[src/rtl/free_list_page_allocator_unit_macros.svh]
// Assertion macros for the free-list page allocator.
`ifndef FREE_LIST_PAGE_ALLOCATOR_UNIT_MACROS_SVH
`define FREE_LIST_PAGE_ALLOCATOR_UNIT_MACROS_SVH
`ifndef SYNTH
// Check prop on the given clock, skipped while the given active-low reset is low.
`define FLPA_ASSERT_CLK(lbl, clk, rst_n, prop) \
  lbl: assert property (@(posedge clk) disable iff (!rst_n) prop) \
    else $error("flpa assertion failed");
// Check prop on clk_i, skipped during rst_ni.
`define FLPA_ASSERT(lbl, prop) `FLPA_ASSERT_CLK(lbl, clk_i, rst_ni, prop)
`else
`define FLPA_ASSERT_CLK(lbl, clk, rst_n, prop)
`define FLPA_ASSERT(lbl, prop)
`endif
`endif

[src/rtl/flpa_pkg.sv]
// Shared types and constants of the free-list page allocator.
package flpa_pkg;

  localparam int unsigned PAGE_W     = 12;
  localparam int unsigned CMD_W      = 3;
  localparam int unsigned ADDR_W     = 32;
  localparam int unsigned RSV_W      = 13;
  localparam int unsigned CFG_IDX_W  = 1;
  localparam int unsigned IN_DATA_W  = 48;
  localparam int unsigned OUT_DATA_W = 48;

  localparam logic [ADDR_W-1:0] BASE_RESET = 32'h4000_0000;

  typedef enum logic [CMD_W-1:0] {
    CMD_INIT  = 3'd0,
    CMD_ALLOC = 3'd1,
    CMD_FREE  = 3'd2,
    CMD_P2A   = 3'd3,
    CMD_A2P   = 3'd4
  } flpa_cmd_e;

  typedef enum logic [CFG_IDX_W-1:0] {
    CFG_REGION_BASE = 1'b0,
    CFG_RESERVED    = 1'b1
  } flpa_cfg_e;

  // controller to datapath
  typedef struct packed {
    logic ready;       // input side may take an item
    logic take;        // item accepted this cycle
    logic imm_load;    // immediate command: load its result
    logic init_step;   // write one link of the init sweep
    logic init_load;   // load the empty init result
    logic alloc_load;  // pop the head and load the alloc result
  } flpa_ctl_t;

  // datapath to controller
  typedef struct packed {
    logic out_free;    // output register empty or drained this cycle
    logic sweep_last;  // init sweep at its last page
  } flpa_sts_t;

endpackage

[src/rtl/flpa_ctrl.sv]
// Command sequencer of the free-list page allocator.
module flpa_ctrl
  import flpa_pkg::*;
(
  input  logic             clk_i,
  input  logic             rst_ni,
  input  logic             s_valid_i,
  input  logic [CMD_W-1:0] cmd_i,
  input  flpa_sts_t        sts_i,
  output flpa_ctl_t        ctl_o
);

  typedef enum logic [3:0] {
    ST_IDLE     = 4'b0001,
    ST_ALLOC    = 4'b0010,
    ST_INIT     = 4'b0100,
    ST_INIT_END = 4'b1000
  } state_e;

  state_e state_q, state_d;

  always_comb begin
    ctl_o   = '0;
    state_d = state_q;
    case (state_q)
      ST_IDLE: begin
        ctl_o.ready = sts_i.out_free;
        ctl_o.take  = sts_i.out_free & s_valid_i;
        if (ctl_o.take) begin
          if (cmd_i == CMD_INIT) begin
            state_d = ST_INIT;
          end else if (cmd_i == CMD_ALLOC) begin
            state_d = ST_ALLOC;
          end else begin
            ctl_o.imm_load = 1'b1;
          end
        end
      end
      ST_ALLOC: begin
        // link read is registered; hold it until the output can take the item
        if (sts_i.out_free) begin
          ctl_o.alloc_load = 1'b1;
          state_d          = ST_IDLE;
        end
      end
      ST_INIT: begin
        ctl_o.init_step = 1'b1;
        if (sts_i.sweep_last) begin
          state_d = ST_INIT_END;
        end
      end
      ST_INIT_END: begin
        if (sts_i.out_free) begin
          ctl_o.init_load = 1'b1;
          state_d         = ST_IDLE;
        end
      end
      default: begin
        state_d = ST_IDLE;
      end
    endcase
  end

  always_ff @(posedge clk_i or negedge rst_ni) begin
    if (!rst_ni) begin
      state_q <= ST_IDLE;
    end else begin
      state_q <= state_d;
    end
  end

endmodule

[config.mk]
export PLATFORM = sky130hd
export DESIGN_NAME = flpa_ctrl
export DESIGN_NICKNAME = d
export VERILOG_FILES = /design/src/rtl/free_list_page_allocator_unit_macros.svh /design/src/rtl/flpa_pkg.sv /design/src/rtl/flpa_ctrl.sv
export SDC_FILE = /design/constraint.sdc
export NUM_CORES = 1
export LEC_CHECK = 0
export BUFFER_PORTS_ARGS = -buffer_cell sky130_fd_sc_hd__buf_2
export CORE_AREA = 2 2 39 41
export DETAILED_ROUTE_END_ITERATION = 8
export DIE_AREA = 0 0 41 43
export GPL_ROUTABILITY_DRIVEN = 0
export HOLD_SLACK_MARGIN = 0.02
export SYNTH_ARGS = -nofsm -noshare
export SYNTH_HDL_FRONTEND = slang
export SYNTH_SLANG_ARGS = --single-unit
[constraint.sdc]
create_clock -name clk_i -period 1.4 [get_ports clk_i]
set_input_delay 0.14 -clock clk_i [delete_from_list [all_inputs] [get_ports clk_i]]
set_output_delay 0.14 -clock clk_i [all_outputs]
set_load 0.02 [all_outputs]
==> flow_summary.ini <==
[status]
outcome = finished, violations left
violations = negative setup slack

[timing]
slew_headroom_pct = 85.17
finalHoldViolations = 0
max_slew.worst_pin.slew_ps = 221.5
report.final.setup_viol = 4
min_period_over_period_pct = 106.2
fin_skew_ps = 6.537
finalSetupTns_ps = -253.7
grt_setup_unrepaired = true
achievable-frequency_ghz = 0.6723
fin_ws_ps = -87.41
timing_max_transition_violations_final = 0
post-route-min-period_ps = 1487

[power]
powerDensity_mw_per_mm2 = 695.8
power.ir.vdd_worst_mv = 0.3588
design_power_total_w = 0.0003387
leakage_nw = 0.2134

[detailed_routing]
route.layer.met1.wl_um = 327
top_layer_used = met3
drt-wirelength-per-cell_um = 10.28
remaining_drc_errors = 0
routed_wirelength_um = 699
ant_nets = 0
drt-initial-drc-count = 4
detailed_routing_iterations_pass_1 = 4
dr_wl_met2_um = 311
detailroute.wirelength.met3_um = 60
via_per_inst = 4.603
route.vias.total = 313

[grt]
global_route.usage.total_pct = 8.551
grt_antenna_before_repair = 0
number_of_global_route_vias_before_repair = 246
grt_first_pass_wirelength_um = 1000
grt_start_max_net_pins = 8
grt_remaining_overflow = 0

[synth]
ys_top_cells_by_count = sky130_fd_sc_hd__dfrtp_1, sky130_fd_sc_hd__inv_1
syn-mean-instance-area_um2 = 9.407
postSynth.asyncResetShare_pct = 100.0
synth_cell_types = 19
synth-edff-count = 0
synth_fp_nets = 35
synthesis.yosys.warnings = 0
yosysTopAreaCell = sky130_fd_sc_hd__dfrtp_1
syn_area_um2 = 254.0
xor_xnor_share_of_the_synthesized_area_pct = 3.448
ys.flop_type = sky130_fd_sc_hd__dfrtp_1
ys_top_cells_by_area = sky130_fd_sc_hd__dfrtp_1, sky130_fd_sc_hd__dfstp_2, sky130_fd_sc_hd__nand3b_1
synth_top_area_share_pct = 29.56
fraction_of_the_mapped_netlist_area_in_compound_gates_pct = 11.33
post_synth_and_or_nand_nor_area_fraction_pct = 40.89
synthAdderAreaFrac_pct = 0
synth_sequential_area_ratio_pct = 39.90
muxShareOfSynthArea_pct = 0
flops_latches_synth = 4
largest_family_of_logic_cells_by_synthesized_area = simple AND/OR/NAND/NOR gates
syn-instance-count = 27

[cts]
clock_tree_from_tritoncts = built
clock_sink_count = 4
clock_latency_on_the_worst_skew_pair_ps = 240
largest_buffer_count_on_any_clock_path = 2
root_buffer = sky130_fd_sc_hd__clkbuf_4
clkTransAtPathRegs_ps = 40
cts.htree.levels = 1
cts_inserted_buffers = 3

[critical_path]
startpoint_type = flip-flop
cell_by_cell_trace_of_the_critical_path = and2b_2 -> and3_4 -> o211a_1 -> buf_6
crit_arrival_ps = 1350
path_buf_inv = 1
worstPathMaxFanout = 3
crit_path_top_delay_cell = sky130_fd_sc_hd__dfstp_2
timing.critical_path.to_type = output pin
critPathMaxStageDelay_ps = 520
crit_type = reg -> out
critical-path-top-delay-family = flip-flops
worstPathRequired_ps = 1260

[final_layout]
final_area_um2 = 486.7
total_of_fill_cells_in_the_finished_design = 146
largest-register = state_q
fraction_of_layout_cells_with_a_size_suffix_above_1_pct = 65.38
antenna_cells_inserted = 0
reg.largest.list = state_q (4)
finalNetCount = 61
largest_register_ffs = 4
area_of_the_multi_input_gates_um2 = 171.4
utilization_pct = 35.17
area.sequential_um2 = 105.1
area_growth_syn_to_layout_pct = 91.63

[job]
max-cap-violations = 0

[place]
placed_instance_area_um2 = 345.3
detailedPlace.worstSlack_ps = 68.32
io_buffer_count = 13
hpwl_um = 477.8

[die]
fp.dieW_um = 41
placement_rows = 14
die-height_um = 43
num_io_pins = 14
initial_core_util_pct = 18.35
die-area_mm2 = 0.001763
core_region_area_mm2 = 0.001384

[min_path]
hold_class = in -> reg
==> what timing repair did <==
item | in CTS | in global routing
resized for setup | 10 | 6
setup buffers | 2 | 5
hold endpoints to repair | 4 | 0
pin swaps | 0 | 2
cloned | 0 | 0
setup endpoints to repair | 4 | 6
hold buffers | 1 | 0
==> kinds of logic (layout without fill, tap and decap cells) <==
group                     count (synthesis)  count (layout)
xor gates and xnor gates                  1               1
AOI/OAI and AO/OA                         4               4
buffers and inverters                     3              28
and+or+nand+nor                          15              15
DFF                                       4               4
==> per-stage QoR <==
step | hold slack, ps | std cells
finish | 76.93 | 68
global route | 78.76 | 68
CTS | 73.67 | 63
detailed placement | -47.10 | 56
global placement | -49.33 | 56
floorplan | -155.6 | 27
==> area by class of cell <==
type	instances	area share (%)
multi-input combinational	20	35.22
timing repair buffer	21	31.36
sequential	4	21.59
clock buffer	4	5.398
tap	16	4.113
inverter	3	2.314
==> final timing paths <==
check,from,to,slack (ps),cells after the start
max in group asynchronous,rst_ni,state_q[0],950,2
min in group asynchronous,rst_ni,state_q[3],240,2
hold reg to reg,state_q[1],state_q[3],460,1
setup reg to reg,state_q[0],state_q[0],60,4
setup / recovery,state_q[0],ctl_o[3],-90,4
hold / removal,cmd_i[0],state_q[2],80,2
==> routing by layer <==
layer	global-route usage [%]	vias up
met5	0	-
met4	6.000	0
met3	3.141	0
met2	10.31	15
met1	11.97	144
li1	-	154
==> layout by cell type, fill, tap and decap left out <==
cell type,instances
sky130_fd_sc_hd__nor4b_4,1
sky130_fd_sc_hd__clkbuf_1,1
sky130_fd_sc_hd__dfstp_2,1
sky130_fd_sc_hd__nor3b_1,1
sky130_fd_sc_hd__or4_1,1
sky130_fd_sc_hd__dfrtp_2,3
sky130_fd_sc_hd__buf_6,4
sky130_fd_sc_hd__and2_4,1
sky130_fd_sc_hd__dlygate4sd3_1,1
sky130_fd_sc_hd__nor3_2,1
sky130_fd_sc_hd__nor4_1,1
sky130_fd_sc_hd__nand4_1,1
sky130_fd_sc_hd__nor2_2,1
sky130_fd_sc_hd__nor3_1,1
sky130_fd_sc_hd__and2b_2,1
sky130_fd_sc_hd__inv_1,3
sky130_fd_sc_hd__xnor2_1,1
sky130_fd_sc_hd__o22ai_1,2
sky130_fd_sc_hd__clkbuf_4,3
sky130_fd_sc_hd__buf_4,7
sky130_fd_sc_hd__and3_4,1
sky130_fd_sc_hd__buf_2,9
sky130_fd_sc_hd__a31oi_1,1
sky130_fd_sc_hd__o211a_1,1
sky130_fd_sc_hd__and3_1,1
sky130_fd_sc_hd__nand3b_1,2
sky130_fd_sc_hd__and4b_2,1
==> report_power, final <==
group	internal [W]	switching, W	leakage, nW
registers	0.000119	0.00000199	0.0473
logic	0.0000312	0.0000275	0.151
clock network	0.000107	0.0000519	0.0150
total	0.000257	0.0000813	0.213
No activity file was read; power rests on OpenSTA's default activity.
